File: config.mk
export PLATFORM = sky130hd
export DESIGN_NAME = csv_tokenizer_with_escapes_core
export DESIGN_NICKNAME = d
export VERILOG_FILES = /design/src/csvt_pkg.sv /design/src/csvt_front.sv /design/src/csvt_queue.sv /design/src/csvt_back.sv /design/src/csv_tokenizer_with_escapes_core.sv
export SDC_FILE = /design/constraint.sdc
export NUM_CORES = 1
export LEC_CHECK = 0
export ABC_AREA = 1
export BUFFER_PORTS_ARGS = -buffer_cell sky130_fd_sc_hd__buf_4
export CAP_MARGIN = 20
export CORE_UTILIZATION = 40
export CTS_BUF_LIST = sky130_fd_sc_hd__clkbuf_2
export DETAILED_ROUTE_END_ITERATION = 16
export PLACE_DENSITY = 0.6
export SLEW_MARGIN = 20
export SYNTH_ARGS = -nofsm -noshare
export SYNTH_HDL_FRONTEND = slang
export SYNTH_SLANG_ARGS = --single-unit
File: constraint.sdc
create_clock -name clk_i -period 12.5 [get_ports clk_i]
set_input_delay 3.125 -clock clk_i [delete_from_list [all_inputs] [get_ports clk_i]]
set_output_delay 3.125 -clock clk_i [all_outputs]
set_load 0.005 [all_outputs]
File: src/csvt_pkg.sv
// ----------------------------------------------------------------------------
// csvt_pkg
// Shared types and constants of the CSV tokenizer with backslash escapes.
// ----------------------------------------------------------------------------
package csvt_pkg;

  // Result kinds
  typedef enum logic [1:0] {
    KIND_DATA = 2'd0,
    KIND_CELL = 2'd1,
    KIND_ROW  = 2'd2
  } kind_e;

  // Character codes
  localparam logic [7:0] ChQuote  = 8'h22;
  localparam logic [7:0] ChComma  = 8'h2C;
  localparam logic [7:0] ChCr     = 8'h0D;
  localparam logic [7:0] ChLf     = 8'h0A;
  localparam logic [7:0] ChBslash = 8'h5C;
  localparam logic [7:0] ChX      = 8'h78;
  localparam logic [7:0] ChN      = 8'h6E;
  localparam logic [7:0] ChR      = 8'h72;
  localparam logic [7:0] ChT      = 8'h74;
  localparam logic [7:0] ChC      = 8'h63;
  localparam logic [7:0] ChNul    = 8'h00;
  localparam logic [7:0] ChTab    = 8'h09;

  localparam logic [7:0] ColorReset = 8'd28;

  // Most results one input byte can cause
  localparam int unsigned MaxRes = 3;
  localparam int unsigned ResCntW = $clog2(MaxRes + 1);
  localparam int unsigned ResIdxW = $clog2(MaxRes);

  // One result
  typedef struct packed {
    logic [7:0] data;
    kind_e      kind;
  } res_t;

  // All results of one input byte
  typedef struct packed {
    res_t [MaxRes-1:0]  res;
    logic [ResCntW-1:0] cnt;
  } bundle_t;

  // Hex digit decode: {is_hex, value}
  function automatic logic [4:0] hex_digit(input logic [7:0] c);
    logic [4:0] r;
    r = 5'd0;
    if (c >= 8'h30 && c <= 8'h39) begin
      r = {1'b1, 4'(c - 8'h30)};
    end else if (c >= 8'h61 && c <= 8'h66) begin
      r = {1'b1, 4'(c - 8'h61 + 8'd10)};
    end else if (c >= 8'h41 && c <= 8'h46) begin
      r = {1'b1, 4'(c - 8'h41 + 8'd10)};
    end
    return r;
  endfunction

endpackage

File: src/csvt_front.sv
// ----------------------------------------------------------------------------
// csvt_front
// Accepts raw bytes, tracks quoting and escape state, and builds the bundle
// of results each byte causes.
// ----------------------------------------------------------------------------
module csvt_front (
  input  logic              clk_i,
  input  logic              rst_ni,
  input  logic              cfg_we_i,
  input  logic [7:0]        cfg_wdata_i,
  input  logic              in_valid_i,
  output logic              in_stall_o,
  input  logic [7:0]        in_byte_i,
  input  logic              in_last_i,
  input  logic              q_full_i,
  output logic              q_push_o,
  output csvt_pkg::bundle_t q_data_o
);

  typedef enum logic [1:0] {
    ESC_IDLE = 2'd0,
    ESC_BSL  = 2'd1,
    ESC_HEX  = 2'd2
  } esc_e;

  logic [7:0] color_code_q;
  logic       in_quotes_q, in_quotes_d;
  logic       qpend_q, qpend_d;
  logic       cstart_q, cstart_d;
  logic       rstart_q, rstart_d;
  esc_e       esc_q, esc_d;
  logic       hcnt_q, hcnt_d;
  logic [7:0] hacc_q, hacc_d;
  logic       trunc_q, trunc_d;

  logic              accept;
  csvt_pkg::bundle_t bnd;

  function automatic csvt_pkg::bundle_t add_res(input csvt_pkg::bundle_t b,
                                                input logic [7:0] d,
                                                input csvt_pkg::kind_e k);
    csvt_pkg::bundle_t r;
    r = b;
    if (r.cnt < csvt_pkg::ResCntW'(csvt_pkg::MaxRes)) begin
      r.res[r.cnt[csvt_pkg::ResIdxW-1:0]].data = d;
      r.res[r.cnt[csvt_pkg::ResIdxW-1:0]].kind = k;
      r.cnt = r.cnt + 1'b1;
    end
    return r;
  endfunction

  assign in_stall_o = q_full_i;
  assign accept     = in_valid_i & ~q_full_i;
  assign q_push_o   = accept & (bnd.cnt != '0);
  assign q_data_o   = bnd;

  always_comb begin
    logic            handled;
    logic            do_feed;
    logic [7:0]      fc;
    logic            do_end;
    csvt_pkg::kind_e ek;
    logic            do_idle;
    logic [4:0]      hx;

    in_quotes_d = in_quotes_q;
    qpend_d     = qpend_q;
    cstart_d    = cstart_q;
    rstart_d    = rstart_q;
    esc_d       = esc_q;
    hcnt_d      = hcnt_q;
    hacc_d      = hacc_q;
    trunc_d     = trunc_q;
    bnd         = '0;
    handled     = 1'b0;
    do_feed     = 1'b0;
    fc          = in_byte_i;
    do_end      = 1'b0;
    ek          = csvt_pkg::KIND_CELL;
    do_idle     = 1'b0;
    hx          = csvt_pkg::hex_digit(in_byte_i);

    // Resolve a quote seen inside quoting
    if (qpend_q) begin
      qpend_d = 1'b0;
      if (in_byte_i == csvt_pkg::ChQuote) begin
        do_feed = 1'b1;
        handled = 1'b1;
      end else begin
        in_quotes_d = 1'b0;
      end
    end

    if (!handled) begin
      priority if (in_byte_i == csvt_pkg::ChQuote) begin
        if (in_quotes_d) begin
          if (in_last_i) in_quotes_d = 1'b0;
          else qpend_d = 1'b1;
        end else if (!cstart_q) begin
          in_quotes_d = 1'b1;
        end
      end else if (in_byte_i == csvt_pkg::ChComma) begin
        if (!in_quotes_d) begin
          do_end = 1'b1;
          ek     = csvt_pkg::KIND_CELL;
        end else begin
          do_feed = 1'b1;
        end
      end else if (in_byte_i == csvt_pkg::ChCr) begin
        do_feed = 1'b0;
      end else if (in_byte_i == csvt_pkg::ChLf && !in_quotes_d) begin
        do_end = 1'b1;
        ek     = csvt_pkg::KIND_ROW;
      end else begin
        do_feed = 1'b1;
      end
    end

    // Escape stage for one cell byte
    if (do_feed) begin
      cstart_d = 1'b1;
      if (!trunc_d) begin
        unique case (esc_d)
          ESC_BSL: begin
            esc_d = ESC_IDLE;
            priority if (fc == csvt_pkg::ChNul) trunc_d = 1'b1;
            else if (fc == csvt_pkg::ChN) bnd = add_res(bnd, csvt_pkg::ChLf,
                                                        csvt_pkg::KIND_DATA);
            else if (fc == csvt_pkg::ChR) bnd = add_res(bnd, csvt_pkg::ChCr,
                                                        csvt_pkg::KIND_DATA);
            else if (fc == csvt_pkg::ChT) bnd = add_res(bnd, csvt_pkg::ChTab,
                                                        csvt_pkg::KIND_DATA);
            else if (fc == csvt_pkg::ChC) bnd = add_res(bnd, color_code_q,
                                                        csvt_pkg::KIND_DATA);
            else if (fc == csvt_pkg::ChX) begin
              esc_d  = ESC_HEX;
              hcnt_d = 1'b0;
              hacc_d = 8'd0;
            end else if (fc == csvt_pkg::ChLf) begin
              esc_d = ESC_IDLE;
            end else begin
              bnd = add_res(bnd, fc, csvt_pkg::KIND_DATA);
            end
          end
          ESC_HEX: begin
            if (hx[4]) begin
              hacc_d = {hacc_d[3:0], hx[3:0]};
              if (!hcnt_d) begin
                hcnt_d = 1'b1;
              end else begin
                esc_d  = ESC_IDLE;
                hcnt_d = 1'b0;
                if (hacc_d != 8'd0) bnd = add_res(bnd, hacc_d, csvt_pkg::KIND_DATA);
              end
            end else begin
              esc_d   = ESC_IDLE;
              hcnt_d  = 1'b0;
              if (hacc_d != 8'd0) bnd = add_res(bnd, hacc_d, csvt_pkg::KIND_DATA);
              do_idle = 1'b1;
            end
          end
          default: do_idle = 1'b1;
        endcase
        if (do_idle) begin
          priority if (fc == csvt_pkg::ChNul) trunc_d = 1'b1;
          else if (fc == csvt_pkg::ChBslash) esc_d = ESC_BSL;
          else bnd = add_res(bnd, fc, csvt_pkg::KIND_DATA);
        end
      end
    end

    // Close a cell on comma or LF
    if (do_end) begin
      if (!trunc_d && esc_d == ESC_HEX && hacc_d != 8'd0)
        bnd = add_res(bnd, hacc_d, csvt_pkg::KIND_DATA);
      esc_d    = ESC_IDLE;
      hcnt_d   = 1'b0;
      hacc_d   = 8'd0;
      trunc_d  = 1'b0;
      cstart_d = 1'b0;
      bnd      = add_res(bnd, 8'd0, ek);
      rstart_d = (ek == csvt_pkg::KIND_CELL);
    end

    // Buffer end: close what is open, then start over
    if (in_last_i) begin
      if (cstart_d || rstart_d) begin
        if (!trunc_d && esc_d == ESC_HEX && hacc_d != 8'd0)
          bnd = add_res(bnd, hacc_d, csvt_pkg::KIND_DATA);
        bnd = add_res(bnd, 8'd0, csvt_pkg::KIND_ROW);
      end
      in_quotes_d = 1'b0;
      qpend_d     = 1'b0;
      cstart_d    = 1'b0;
      rstart_d    = 1'b0;
      esc_d       = ESC_IDLE;
      hcnt_d      = 1'b0;
      hacc_d      = 8'd0;
      trunc_d     = 1'b0;
    end
  end

  always_ff @(posedge clk_i or negedge rst_ni) begin
    if (!rst_ni) begin
      color_code_q <= csvt_pkg::ColorReset;
      in_quotes_q  <= 1'b0;
      qpend_q      <= 1'b0;
      cstart_q     <= 1'b0;
      rstart_q     <= 1'b0;
      esc_q        <= ESC_IDLE;
      hcnt_q       <= 1'b0;
      hacc_q       <= 8'd0;
      trunc_q      <= 1'b0;
    end else begin
      if (cfg_we_i) begin
        color_code_q <= cfg_wdata_i;
      end
      if (accept) begin
        in_quotes_q <= in_quotes_d;
        qpend_q     <= qpend_d;
        cstart_q    <= cstart_d;
        rstart_q    <= rstart_d;
        esc_q       <= esc_d;
        hcnt_q      <= hcnt_d;
        hacc_q      <= hacc_d;
        trunc_q     <= trunc_d;
      end
    end
  end

endmodule

File: src/csvt_queue.sv
// ----------------------------------------------------------------------------
// csvt_queue
// Two-entry queue of result bundles between front and back.
// ----------------------------------------------------------------------------
module csvt_queue (
  input  logic              clk_i,
  input  logic              rst_ni,
  input  logic              push_i,
  input  csvt_pkg::bundle_t push_data_i,
  output logic              full_o,
  input  logic              pop_i,
  output logic              valid_o,
  output csvt_pkg::bundle_t head_o
);

  csvt_pkg::bundle_t mem_q [2];
  logic       wr_ptr_q;
  logic       rd_ptr_q;
  logic [1:0] cnt_q;

  assign full_o  = (cnt_q == 2'd2);
  assign valid_o = (cnt_q != 2'd0);
  assign head_o  = mem_q[rd_ptr_q];

  always_ff @(posedge clk_i) begin
    if (push_i) mem_q[wr_ptr_q] <= push_data_i;
  end

  always_ff @(posedge clk_i or negedge rst_ni) begin
    if (!rst_ni) begin
      wr_ptr_q <= 1'b0;
      rd_ptr_q <= 1'b0;
      cnt_q    <= 2'd0;
    end else begin
      if (push_i) wr_ptr_q <= ~wr_ptr_q;
      if (pop_i)  rd_ptr_q <= ~rd_ptr_q;
      unique case ({push_i, pop_i})
        2'b10:   cnt_q <= cnt_q + 2'd1;
        2'b01:   cnt_q <= cnt_q - 2'd1;
        default: cnt_q <= cnt_q;
      endcase
    end
  end

endmodule

File: src/csvt_back.sv
// ----------------------------------------------------------------------------
// csvt_back
// Walks the head bundle one result per beat and drives the output channel.
// ----------------------------------------------------------------------------
module csvt_back (
  input  logic              clk_i,
  input  logic              rst_ni,
  input  logic              head_valid_i,
  input  csvt_pkg::bundle_t head_i,
  output logic              pop_o,
  output logic              out_valid_o,
  input  logic              out_stall_i,
  output logic [7:0]        out_byte_o,
  output logic [1:0]        out_kind_o,
  output logic              run_last_o
);

  logic [csvt_pkg::ResIdxW-1:0] idx_q;
  logic                         fire;
  logic                         at_end;

  assign at_end      = (csvt_pkg::ResCntW'(idx_q) ==
                        head_i.cnt - csvt_pkg::ResCntW'(1));
  assign fire        = head_valid_i & ~out_stall_i;
  assign pop_o       = fire & at_end;
  assign out_valid_o = head_valid_i;
  assign out_byte_o  = head_i.res[idx_q].data;
  assign out_kind_o  = head_i.res[idx_q].kind;
  assign run_last_o  = at_end;

  always_ff @(posedge clk_i or negedge rst_ni) begin
    if (!rst_ni) begin
      idx_q <= '0;
    end else if (fire) begin
      if (at_end) idx_q <= '0;
      else idx_q <= idx_q + 1'b1;
    end
  end

endmodule

File: src/csv_tokenizer_with_escapes_core.sv
// ----------------------------------------------------------------------------
// csv_tokenizer_with_escapes_core
// CSV tokenizer with backslash escapes, one raw byte per beat in.
// ----------------------------------------------------------------------------
// Takes one byte of a CSV buffer per beat and emits decoded cell bytes,
// end-of-cell markers (kind 1) and end-of-row markers (kind 2); run_last_o
// flags the final result caused by an input byte. The front stage classifies
// each byte in the cycle it is accepted: quoting, CR dropping, comma and LF
// splitting, and the escape stage (\n \r \t \c, \xHH, backslash-LF) all
// resolve combinationally, so a byte is accepted every cycle while the result
// queue has room. Each byte yields zero to three results; the back stage
// sends them one beat per cycle while out_stall_i is low, so output bandwidth
// sets the sustained rate: one byte per cycle for bytes with at most one
// result, a lower rate for bytes with more. Bytes with no result never
// reach the queue. A two-entry queue sits between the stages, so input and
// output stall independently. The color_escape_code register (reset 28) is
// written via cfg_we_i and takes effect on the next accepted byte; write it
// only while the block is idle.
// ----------------------------------------------------------------------------
module csv_tokenizer_with_escapes_core (
  input  logic       clk_i,
  input  logic       rst_ni,
  // configuration
  input  logic       cfg_we_i,
  input  logic [7:0] cfg_wdata_i,
  // input channel
  input  logic       in_valid_i,
  output logic       in_stall_o,
  input  logic [7:0] in_byte_i,
  input  logic       in_last_i,
  // output channel
  output logic       out_valid_o,
  input  logic       out_stall_i,
  output logic [7:0] out_byte_o,
  output logic [1:0] out_kind_o,
  output logic       run_last_o
);

  logic              q_push;
  logic              q_full;
  logic              q_pop;
  logic              q_valid;
  csvt_pkg::bundle_t q_in;
  csvt_pkg::bundle_t q_head;

  // Classify bytes and build result bundles
  csvt_front u_front (
    .clk_i       (clk_i),
    .rst_ni      (rst_ni),
    .cfg_we_i    (cfg_we_i),
    .cfg_wdata_i (cfg_wdata_i),
    .in_valid_i  (in_valid_i),
    .in_stall_o  (in_stall_o),
    .in_byte_i   (in_byte_i),
    .in_last_i   (in_last_i),
    .q_full_i    (q_full),
    .q_push_o    (q_push),
    .q_data_o    (q_in)
  );

  // Hold bundles between the two stages
  csvt_queue u_queue (
    .clk_i       (clk_i),
    .rst_ni      (rst_ni),
    .push_i      (q_push),
    .push_data_i (q_in),
    .full_o      (q_full),
    .pop_i       (q_pop),
    .valid_o     (q_valid),
    .head_o      (q_head)
  );

  // Serialize each bundle onto the output channel
  csvt_back u_back (
    .clk_i        (clk_i),
    .rst_ni       (rst_ni),
    .head_valid_i (q_valid),
    .head_i       (q_head),
    .pop_o        (q_pop),
    .out_valid_o  (out_valid_o),
    .out_stall_i  (out_stall_i),
    .out_byte_o   (out_byte_o),
    .out_kind_o   (out_kind_o),
    .run_last_o   (run_last_o)
  );

endmodule

# Word-level counts from Yosys, hierarchy flattened
# Memory sizes are Yosys's and may differ from the RTL's.
# Cells that the tools add are included.
[word_totals]
register_bits = 30
mem_bits_rw = 64
mem_count = 1
romBits = 0
output_inout_bits = 13
latch_bits = 0
wordCells = 270
in_bits = 22
[mem_list]
columns = ["memory", "words", "width", "read_ports", "rd_ports_with_merged_regs", "write_ports", "line", "rtl"]
rows = [
  ["u_queue.mem_q", 2, 32, 1, 0, 1, "csvt_queue.sv:16", "csvt_pkg::bundle_t mem_q [2];"],
]
[classes]
muxes = 158
mul = 0
eq_ne = 26
shift = 0
div = 0
n_bitwise = 8
n_addsub = 14
order_cmp = 22
n_reduce_logical = 28
[ops]
columns = ["operator", "count"]
rows = [
  ["32-bit two-way mux", 28],
  ["30-bit bitwise mux", 10],
  ["10-bit demux with 2-bit select", 10],
  ["8-bit two-way mux", 11],
  ["32-bit case mux with 2 select lines", 1],
  ["10-bit two-way mux", 6],
  ["1-bit two-way mux", 54],
  ["2-bit two-way mux", 26],
  ["8-bit by 7-bit == test with 1-bit output, second input constant", 6],
  ["12-bit two-way mux", 3],
  ["8-bit nonzero test", 4],
  ["10-bit binary-select mux with 2-bit select", 1],
  ["4-bit by 3-bit != test with 1-bit output, second input constant", 5],
  ["2-bit by 3-bit < comparator with 1-bit output, second input constant", 6],
  ["8-bit by 4-bit == test with 1-bit output, second input constant", 2],
  ["8-bit by 6-bit == test with 1-bit output, second input constant", 2],
  ["8-bit by 7-bit >= comparator with 1-bit output, second input constant", 2],
  ["8-bit by 7-bit <= comparator with 1-bit output, second input constant", 2],
  ["8-bit case mux with 2 select lines", 1],
  ["5-bit two-way mux", 3],
  ["2-bit by 1-bit adder with 2-bit output, second input constant", 7],
  ["1-bit logical AND", 13],
  ["4-bit by 1-bit subtractor with 4-bit output, second input constant", 3],
  ["2-bit == test, second input constant", 5],
  ["other kinds (21)", 45],
]

# Longest topological paths before layout
# Gate-level depths: netlist (run 1).
[logic_depth]
depth_word = 64
mapped_depth = 28
mapped_depth_nobuf = 28

# Hierarchy
# A second synthesis (run 1) with hierarchy kept.
[unflattened]
hier_cells = 817
hier_area_um2 = 6381.1
[by_module_without_submodules]
columns = ["mod", "cells_per_inst", "area_per_inst_um2", "n_inst", "seq_area_each_um2"]
rows = [
  ["csvt_front", 552, 3289.4, 1, 604.3],
  ["csvt_queue", 191, 2701.3, 1, 2021.9],
  ["csvt_back", 74, 390.4, 1, 50.0],
]

# Worst setup path after synthesis (run 1)
# Ideal clock, no wire load.
[synth_timing]
path_type = "input to register"
from = "input in_byte_i[0]"
to = "memory u_queue.mem_q[1][0] (netlist name), enable pin"
path_buffers = 1
path_slack_ns = 5.169
required_ns = 12.079
cell_stages = 24
setup_ns = 0.421
t_arrival_ns = 6.910
path_cell_list = "inv_1 ha_1 nor2_1 nand2_1 nand3_2 nand2_1 buf_4 nand3_1 o21ai_1 nand2_1 nand2_1 nand2_1 nand2_2 inv_1 ha_1 o21ai_0 a21oi_2 inv_2 nand2_4 nand3_2 nand2_1 nand4_1 nand2_2 nor2_1"
[synth_via]
elab_chain_cells = 39
word_cells_on_any_way = 148
cone_classes = "add/sub (10); order compare (11); eq/ne (13); mux (96); bitwise (1); reduce/logical (17)"
[synth_rtl]
columns = ["element", "line", "rtl"]
rows = [
  ["start: declaration", "csv_tokenizer_with_escapes_core.sv:29", "input logic [7:0] in_byte_i,"],
  ["4-bit by 1-bit subtractor with 4-bit output, or another cell as far along", "csvt_pkg.sv:54, csvt_pkg.sv:56", ""],
  ["4-bit adder / 1-bit logical AND (equally long branches)", "csvt_pkg.sv:54, csvt_pkg.sv:56, csvt_pkg.sv:55", ""],
  ["5-bit two-way mux", "csvt_pkg.sv:55", "end else if (c >= 8'h41 && c <= 8'h46) begin"],
  ["5-bit two-way mux", "csvt_pkg.sv:53", "end else if (c >= 8'h61 && c <= 8'h66) begin"],
  ["5-bit two-way mux", "csvt_pkg.sv:51", "if (c >= 8'h30 && c <= 8'h39) begin"],
  ["8-bit nonzero test", "csvt_front.sv:153", "if (hacc_d != 8'd0) bnd = add_res(bnd, hacc_d, csvt_pkg::KIND_DATA);"],
  ["12-bit two-way mux", "csvt_front.sv:153", ""],
  ["32-bit two-way mux", "csvt_front.sv:148", "if (!hcnt_d) begin"],
  ["(+23 left out)", "-", ""],
  ["2-bit by 1-bit adder with 2-bit output / 2-bit < comparator (equally long branches)", "csvt_front.sv:47, csvt_front.sv:44", ""],
  ["32-bit two-way mux", "csvt_front.sv:44", "if (r.cnt < csvt_pkg::ResCntW'(csvt_pkg::MaxRes)) begin"],
  ["32-bit two-way mux", "csvt_front.sv:187", "if (cstart_d || rstart_d) begin"],
  ["32-bit two-way mux (*)", "csvt_front.sv:186", "if (in_last_i) begin"],
  ["2-bit nonzero test (*)", "csvt_front.sv:54", "assign q_push_o = accept & (bnd.cnt != '0);"],
  ["1-bit bitwise AND (*)", "csvt_front.sv:54", ""],
  ["1-bit two-way mux (*)", "csvt_queue.sv:26", "if (push_i) mem_q[wr_ptr_q] <= push_data_i;"],
  ["1-bit two-way mux (implied by the code) (*)", "csvt_queue.sv:26", ""],
  ["end: declaration", "csvt_queue.sv:16", ""],
]
# Mark *: on every way between the ends. The rest lies on a longest branch, timed or not. The select of a mux whose other input is x is not followed.

# Worst setup path after layout (run 1)
[layout_timing]
from = "input in_byte_i[0]"
to = "register u_queue.cnt_q[1]"
[layout_via]
elab_chain_cells = 39
word_cells_on_any_way = 150
cone_classes = "add/sub (10); order compare (11); eq/ne (15); mux (95); bitwise (1); reduce/logical (18)"
[layout_rtl]
columns = ["element", "line", "rtl"]
rows = [
  ["4-bit by 1-bit subtractor with 4-bit output, or another cell as far along", "csvt_pkg.sv:54, csvt_pkg.sv:56", ""],
  ["4-bit adder / 1-bit logical AND (equally long branches)", "csvt_pkg.sv:54, csvt_pkg.sv:56, csvt_pkg.sv:55", ""],
  ["5-bit two-way mux", "csvt_pkg.sv:55", ""],
  ["5-bit two-way mux", "csvt_pkg.sv:53", ""],
  ["5-bit two-way mux", "csvt_pkg.sv:51", ""],
  ["8-bit nonzero test", "csvt_front.sv:153", ""],
  ["12-bit two-way mux", "csvt_front.sv:153", ""],
  ["32-bit two-way mux", "csvt_front.sv:148", ""],
  ["(+23 left out)", "-", ""],
  ["2-bit by 1-bit adder with 2-bit output / 2-bit < comparator (equally long branches)", "csvt_front.sv:47, csvt_front.sv:44", ""],
  ["32-bit two-way mux", "csvt_front.sv:44", ""],
  ["32-bit two-way mux", "csvt_front.sv:187", ""],
  ["32-bit two-way mux (*)", "csvt_front.sv:186", ""],
  ["2-bit nonzero test (*)", "csvt_front.sv:54", ""],
  ["1-bit bitwise AND (*)", "csvt_front.sv:54", ""],
  ["2-bit by 1-bit == test with 1-bit output / 2-bit == test (equally long branches)", "csvt_queue.sv:37", "unique case ({push_i, pop_i})"],
  ["2-bit case mux with 2 select lines / 2-bit nonzero test (equally long branches)", "-", ""],
  ["end signal: assignment", "csvt_queue.sv:38", "2'b10: cnt_q <= cnt_q + 2'd1;"],
  ["end signal: assignment", "csvt_queue.sv:39", "2'b01: cnt_q <= cnt_q - 2'd1;"],
  ["end signal: assignment", "csvt_queue.sv:40", "default: cnt_q <= cnt_q;"],
  ["end: declaration", "csvt_queue.sv:19", "logic [1:0] cnt_q;"],
]
# Marked as above.
# A chain may end at the register's enable or synchronous reset.

==> impl_results.md, run 1 <==
* Most common cell after layout, fill and taps aside: nand2_1
* Setup TNS Final at 0 ns
* Fmax at 0.147 GHz
* Share of the synthesized area in the top cell type at 33.5%
* Worst min path class: flip-flop to flip-flop
* First-pass GRT wire length at 27.3 mm
* Worst EP required at 12.99 ns
* Hold_buf cts at 0
* Total iterations of the first detailed-routing run at 5
* Crit end category: flip-flop
* Max Buffers Root-to-Sink at 2
* Hold Vio Cnt, Final at 0
* Layout Skew at 0.0249 ns
* Post-DRT Antenna Nets at 0
* Congestion Overflow GR at 0
* Cts repair resizes at 0
* 1st-iter DRT viols at 429
* Pleak at 2.68 nW
* H-Tree Depth at 3
* Least-Margin Pin Slew at 0.998 ns
* DP HPWL at 13.4 mm
* Hold_ws at 0.514 ns
* Pwr Density at 150 nW/um2
* Worst skew pair latency at 0.60 ns
* Num ports at 35
* Share of cells above drive strength 1 at 13.7%
* Synth area leaders: edfxtp_1 33%, dfrtp_1 12%, nand2_1 9.0%, o21ai_0 6.4%, nor2_1 6.0%
* Initial antenna violation count at 0
* DRT Wirelength at 17.4 mm
* Largest net degree at the start of global routing at 35
* Die Y at 122 um
* Flops & latches, synth at 94
* Vias in the first global route at 5028
* Max-cap violations at 0
* Slew HR at 33.4%
* Final Setup Violations at 0
* Vias at 5107
* EDFF count, synth at 64
* WS Path Type: primary input to flip-flop
* Count of input and output buffers at 34
* # nets final at 763
* Mapped Cells at 703
* Synth area leader: edfxtp_1
* Register clock-pin slew on the reported worst setup and hold paths at 0.22 ns
* Synth Warn # at 0
* Cell area after synthesis at 5740 um2
* Drt via density at 5.58
* Postcts setup bufs at 0
* Clk root buf: clkbuf_2
* Final period util at 54.5%
* CTS buffer count at 9
* Commonest non-fill, non-tap cells in the layout: 137 x nand2_1, 90 x nor2_1, 81 x inv_1, 73 x o21ai_0, 64 x edfxtp_1
* Average wire per standard cell at 19.1 um
* Status: finished, final reports clean
* Startpoint Class: primary input
* Critical-path maximum fanout at 12
* # rows at 43
* Min Clock Period, post-route at 6.82 ns
* Avg Cell Area, Syn at 8.17 um2
* Starting Density at 41.2%
* DIE AREA at 14800 um2
* Async SR Flop Fraction at 31.9%
* RSZ-0062 raised after global routing: false
* Placer Congestion at 0.976
* Maximum VDD drop at 0.0000649 V
* CTS Sinks at 94
* CORE AREA at 13900 um2
* Ys flop type: edfxtp_1
* Gr usage total at 24.8%
* Crit path arrival time at 7.31 ns
* Antenna diodes at 0
* Area Growth Syn to Fin at 9.15%
* DRC Markers at 0
* Slew Limit Fails at 0
* Seq/Total Area, Yosys at 46.6%
* CTS tree: yes
* Yosys cell types at 52
* Die Width at 122 um
* FILL cells at 1432
==> registers in the layout, indices dropped and copies added (netlist names) <==
name                  count
u_back.idx_q              2
u_front.color_code_q      8
u_front.cstart_q          1
u_front.esc_q             2
u_front.hacc_q            8
u_front.hcnt_q            1
u_front.in_quotes_q       1
u_front.qpend_q           1
u_front.rstart_q          1
u_front.trunc_q           1
u_queue.cnt_q             2
u_queue.mem_q            64
u_queue.rd_ptr_q          1
u_queue.wr_ptr_q          1
==> power breakdown <==
group	internal [mW]	switching (mW)	leakage (nW)	total (mW)
logic	0.133	0.223	1.62	0.356
clock network	0.0446	0.103	0.0618	0.147
registers	0.410	0.0235	0.990	0.434
==> final cells by class <==
class,instances,area (um2),area share (%)
Multi-Input combinational cell,499,2630,42.0
Timing Repair Buffer,38,285,4.55
Inverter,89,339,5.41
Clock inverter,6,62.6,0.998
Tap cell,180,225,3.59
Sequential cell,94,2680,42.7
Clock buffer,9,45.0,0.719
==> final timing paths <==
kind / start / end / slack, ns / depth (start not counted)
max: in_byte_i[0] / u_queue.cnt_q[1] / 5.68 / 28
min: u_queue.wr_ptr_q / u_queue.wr_ptr_q / 0.51 / 2
max reg2reg: u_front.esc_q[0] / u_queue.mem_q[1][15] / 8.51 / 19
min reg2reg: u_queue.wr_ptr_q / u_queue.wr_ptr_q / 0.51 / 2
max in group asynchronous: rst_ni / u_front.color_code_q[3] / 9.73 / 1
min in group asynchronous: rst_ni / u_front.hcnt_q / 2.43 / 1
==> kinds of logic (layout without fill, tap and decap cells) <==
logic type / Yosys count / count (layout) / share of synthesized area, %
AO/OA/AOI/OAI: 151 / 151 / 15.8
XOR/XNOR: 5 / 5 / 0.763
adder cells (fa/ha/maj): 10 / 10 / 2.18
buffers and inverters: 111 / 142 / 7.63
flip-flops: 94 / 94 / 46.6
multiplexers: 4 / 4 / 0.763
other: 1 / 2 / 0.0653
AND/OR/NAND/NOR: 327 / 327 / 26.1
==> cells in the mapped netlist, types with 6 or more instances <==
master / n
nand3_1: 39
nor2_2: 6
edfxtp_1: 64
clkbuf_1: 17
nor3_1: 7
o32ai_1: 12
nand4_1: 11
nor2_1: 91
nor4_1: 7
ha_1: 10
o21ai_0: 73
a21oi_1: 20
dfrtp_1: 27
nand2_1: 137
nand2_2: 13
inv_1: 81
o22ai_1: 19
==> through the flow <==
step / area (um2) / utilization, % / worst slack, ns / power [mW] / instances
CTS: 6270 / 45.0 / 5.78 / 0.951 / 915
finish: 6270 / 45.0 / 5.68 / 0.937 / 915
global route: 6270 / 45.0 / 5.19 / 1.01 / 915
detailed placement: 6160 / 44.2 / 5.13 / 0.805 / 900
global placement: 6160 / 44.2 / 5.21 / 0.798 / 900
floorplan: 5740 / - / 5.17 / 0.657 / 704
==> metal layers <==
metal | track usage (%) | share of wire (%)
met1 | 29.4 | 42
met2 | 42.4 | 49
met3 | 5.38 | 4.8
met4 | 11.6 | 4.2
met5 | 0 | 0
==> critical path, stage by stage <==
cell,delay [ns]
buf_4,0.13
inv_1,0.13
ha_1,0.25
nor2_1,0.10
nand2_1,0.08
nand3_2,0.17
nand2_1,0.25
inv_2,0.21
nand3_1,0.11
o21ai_1,0.09
nand2_1,0.06
nand2_1,0.06
nand2_1,0.06
nand2_2,0.11
inv_1,0.11
ha_1,0.29
o21ai_0,0.10
a21oi_2,0.30
inv_2,0.14
nand2_4,0.11
nand3_2,0.25
nand2_1,0.17
nand4_1,0.13
nand2_2,0.12
ha_1,0.27
a21oi_1,0.11
o21ai_0,0.11
xor2_1,0.15
Power figures use the tool's default switching activity.
==> run 2: changes to the inputs <==
--- a/config.mk
+++ b/config.mk
@@ -5,13 +5,13 @@
 export SDC_FILE = /design/constraint.sdc
 export NUM_CORES = 1
 export LEC_CHECK = 0
-export ABC_AREA = 1
+export ABC_AREA = 0
 export BUFFER_PORTS_ARGS = -buffer_cell sky130_fd_sc_hd__buf_4
 export CAP_MARGIN = 20
 export CORE_UTILIZATION = 40
 export CTS_BUF_LIST = sky130_fd_sc_hd__clkbuf_2
 export DETAILED_ROUTE_END_ITERATION = 16
-export PLACE_DENSITY = 0.6
+export PLACE_DENSITY = 0.63
 export SLEW_MARGIN = 20
 export SYNTH_ARGS = -nofsm -noshare
 export SYNTH_HDL_FRONTEND = slang
==> constraint.sdc (replaced) <==
create_clock -name clk_i -period 5.9 [get_ports clk_i]
set_input_delay 1.475 -clock clk_i [delete_from_list [all_inputs] [get_ports clk_i]]
set_output_delay 1.475 -clock clk_i [all_outputs]
set_load 0.005 [all_outputs]
==> impl_results.md, run 2 <==
* Status: finished, final reports clean
* Flops & latches, synth at 94
* Maximum VDD drop at 0.000132 V
* Cell Count, Final, Fillers Out at 760
* Avg Cell Area, Syn at 10.3 um2
* Cts repair resizes at 0
* RR Endpoint: u_queue.mem_q[1][20]
* Crit end category: flip-flop
* Register area at 2680 um2
* Final period util at 81.1%
* FILL cells at 1355
* Mapped Cells at 552
* Startpoint Class: primary input
* Reg2reg start: u_front.hacc_q[0]
* Cell area after synthesis at 5700 um2
* Least-Margin Pin Slew at 0.852 ns
* Worst skew pair latency at 0.62 ns
* Hold Vio Cnt, Final at 0
* Synth area leader: edfxtp_1
* Starting Density at 41.0%
* Highest layer used for signal routing: met4
* Hold path cells at 1
* Die Y at 121 um
* Initial antenna violation count at 0
* Yosys cell types at 82
* Synth cell count leaders: 64 x edfxtp_1, 56 x nand2_1, 45 x nor2_1
* R2r setup slk at 1.66 ns
* Final Setup Violations at 0
* Post-DRT Antenna Nets at 0
* Combinational family with the most area after synthesis: compound AO/OA/AOI/OAI gates
* Fmax at 0.209 GHz
* Average wire per standard cell at 19.5 um
* Setup TNS Final at 0 ns
* Clk pwr share at 18.1%
* Gr usage total at 21.8%
* Depth of the most critical reg-to-reg path at 13
* Total iterations of the first detailed-routing run at 5
* Max-cap violations at 0
* Pre-CTS WS at 0.525 ns
* Max stage delay cell, worst path: a31oi_2
* Pwr Density at 309 nW/um2
* Cell internal pwr at 1.29 mW
* Num ports at 35
* Max incr delay on CP at 0.45 ns
* Synth Warn # at 0
* Placer Congestion at 0.931
* Worst EP required at 6.34 ns
* # rows at 43
* Worst Slack Setup Final at 1.12 ns
* Register clock-pin slew on the reported worst setup and hold paths at 0.26 ns
* Layout Skew at 0.0196 ns
* Vias at 4476
* Async SR Flop Fraction at 31.9%
* Net switching power at 0.644 mW
* Final instance area at 6260 um2
* Worst min path class: flip-flop to flip-flop
* Share of the synthesized area in the top cell type at 33.7%
* Die Width at 121 um
* Post-synthesis xor/xnor area fraction at 1.23%
* First-pass GRT wire length at 24.4 mm
* Critical-path maximum fanout at 9
* CTS buffer count at 9
* RSZ-0062 raised after global routing: false
* Total power at 1.93 mW
* Hold_buf cts at 0
* Adder-cell share of the synthesized area at 2.20%
* Top flop regs: u_queue.mem_q (64), u_front.color_code_q (8), u_front.hacc_q (8)
* Switching part of the total at 33.4%
* Hold endpoint: u_front.rstart_q
* Ys flop type: edfxtp_1
* Sequential Power Share at 49.0%
* Largest Register: u_queue.mem_q
* Synth Area in Compound Gates at 20.5%
* CORE AREA at 13900 um2
* Share of cells above drive strength 1 at 17.6%
* Area Growth Syn to Fin at 9.84%
* Post-synthesis mux area share at 8.37%
* DP HPWL at 11.0 mm
* Seq/Total Area, Yosys at 47.0%
* Commonest non-fill, non-tap cells in the layout: 64 x edfxtp_1, 56 x nand2_1, 43 x nor2_1, 43 x buf_4, 29 x o21ai_0
* Max reg flops at 64
* CTS Sinks at 94
* Crit path arrival time at 5.22 ns
* Synth area leaders: edfxtp_1 34%, dfrtp_1 12%, mux4_2 4.0%, nand2_1 3.7%, nor2_1 3.0%
* Hold path start: u_front.rstart_q
* Met1 WL at 6.75 mm
* 1st-iter DRT viols at 353
* Largest net degree at the start of global routing at 33
* EDFF count, synth at 64
* Min Clock Period, post-route at 4.78 ns
* Vias in the first global route at 4524
* DRT Wirelength at 14.9 mm
* CP Cell Sequence: buf_4 > inv_1 > ha_1 > or3b_1 > and3_1 > a2bb2oi_1 > and4b_1 > o21ai_0 > and2_1 > ha_1 > nand2_1 > nor2_1 > nor2_1 > a31oi_2 > nand2_1 > a21oi_1
* Dpl cell area at 6130 um2
* DRC Markers at 0
* Most common cell after layout, fill and taps aside: edfxtp_1
* Count of input and output buffers at 34
* Hold_ws at 0.531 ns
* Clk root buf: clkbuf_2
* DIE AREA at 14700 um2
* Antenna diodes at 0
* Max Buffers Root-to-Sink at 2
* Pleak at 2.39 nW
* Met3 wire len at 548 um
* Multi-input logic area at 2800 um2
* Count leader, synth: edfxtp_1
* Postcts setup bufs at 0
* # nets final at 607
* Slew Limit Fails at 0
* Post-Place Cells at 744
* Final Util at 45.1%
* CTS tree: yes
* Drt via density at 5.89
* Congestion Overflow GR at 0
* Combinational share of power at 32.9%
* Slew HR at 42.9%
* H-Tree Depth at 3
* Synth Area in Simple Gates at 16.7%
* Met2 WL at 7.21 mm
* WS Path Type: primary input to flip-flop
==> run 2: cell types whose count changed in the layout (fill, tap and decap cells not counted), moves of 13 or more <==
cell,delta
nand2_1,-81
mux2i_1,+14
nand3_1,-25
o21ai_0,-44
inv_1,-56
nand2_2,-13
nor2_1,-47
==> run 2: layer usage <==
metal,GRT usage (%),vias up
li1,-,2127
met1,28.6,2194
met2,35.4,123
met3,3.90,32
met4,8.87,0
met5,0,-
==> run 2: cell families after synthesis <==
family / Yosys count
buf+inv: 58
compound gates: 160
simple gates: 187
mux: 34
other cells: 1
fa+ha+maj: 10
flops: 94
xor+xnor: 8
==> run 2: power groups by stage <==
stage / clock network (mW) / logic, mW / registers (mW)
3_5_place_dp: 0 / 0.644 / 0.967
4_1_cts: 0.360 / 0.646 / 0.952
5_1_grt: 0.382 / 0.697 / 0.965
2_1_floorplan: 0 / 0.459 / 0.910
3_3_place_gp: 0 / 0.628 / 0.959
6_report: 0.350 / 0.634 / 0.947
==> run 2: critical path: cells and delay by family <==
family	cells	cell delay, ns
AO/OA/AOI/OAI	4	1.18
adder cells (fa/ha/maj)	2	0.40
buffers and inverters	2	0.26
AND/OR/NAND/NOR	8	1.87
==> run 2: worst max-delay path by stage <==
stage / slack [ns] / cells past startpoint / end / start
6_report: 1.12 / 16 / u_queue.mem_q[0][6] / in_byte_i[1]
5_1_grt: 0.85 / 16 / u_queue.mem_q[1][17] / in_byte_i[1]
4_1_cts: 1.24 / 16 / u_queue.mem_q[1][7] / in_byte_i[1]
3_5_place_dp: 0.53 / 16 / u_queue.mem_q[1][25] / in_byte_i[1]
3_3_place_gp: 0.63 / 16 / u_queue.mem_q[1][27] / in_byte_i[1]
2_1_floorplan: 0.09 / 14 / u_queue.mem_q[1][0] / in_byte_i[1]
==> run 2: cell type report <==
cell class / count / share of cell area (%)
Clock inverter: 7 / 1.40
Inverter: 26 / 1.56
Multi-Input combinational cell: 401 / 44.8
Tap cell: 180 / 3.60
Clock buffer: 9 / 0.720
Timing Repair Buffer: 43 / 5.16
Sequential cell: 94 / 42.8
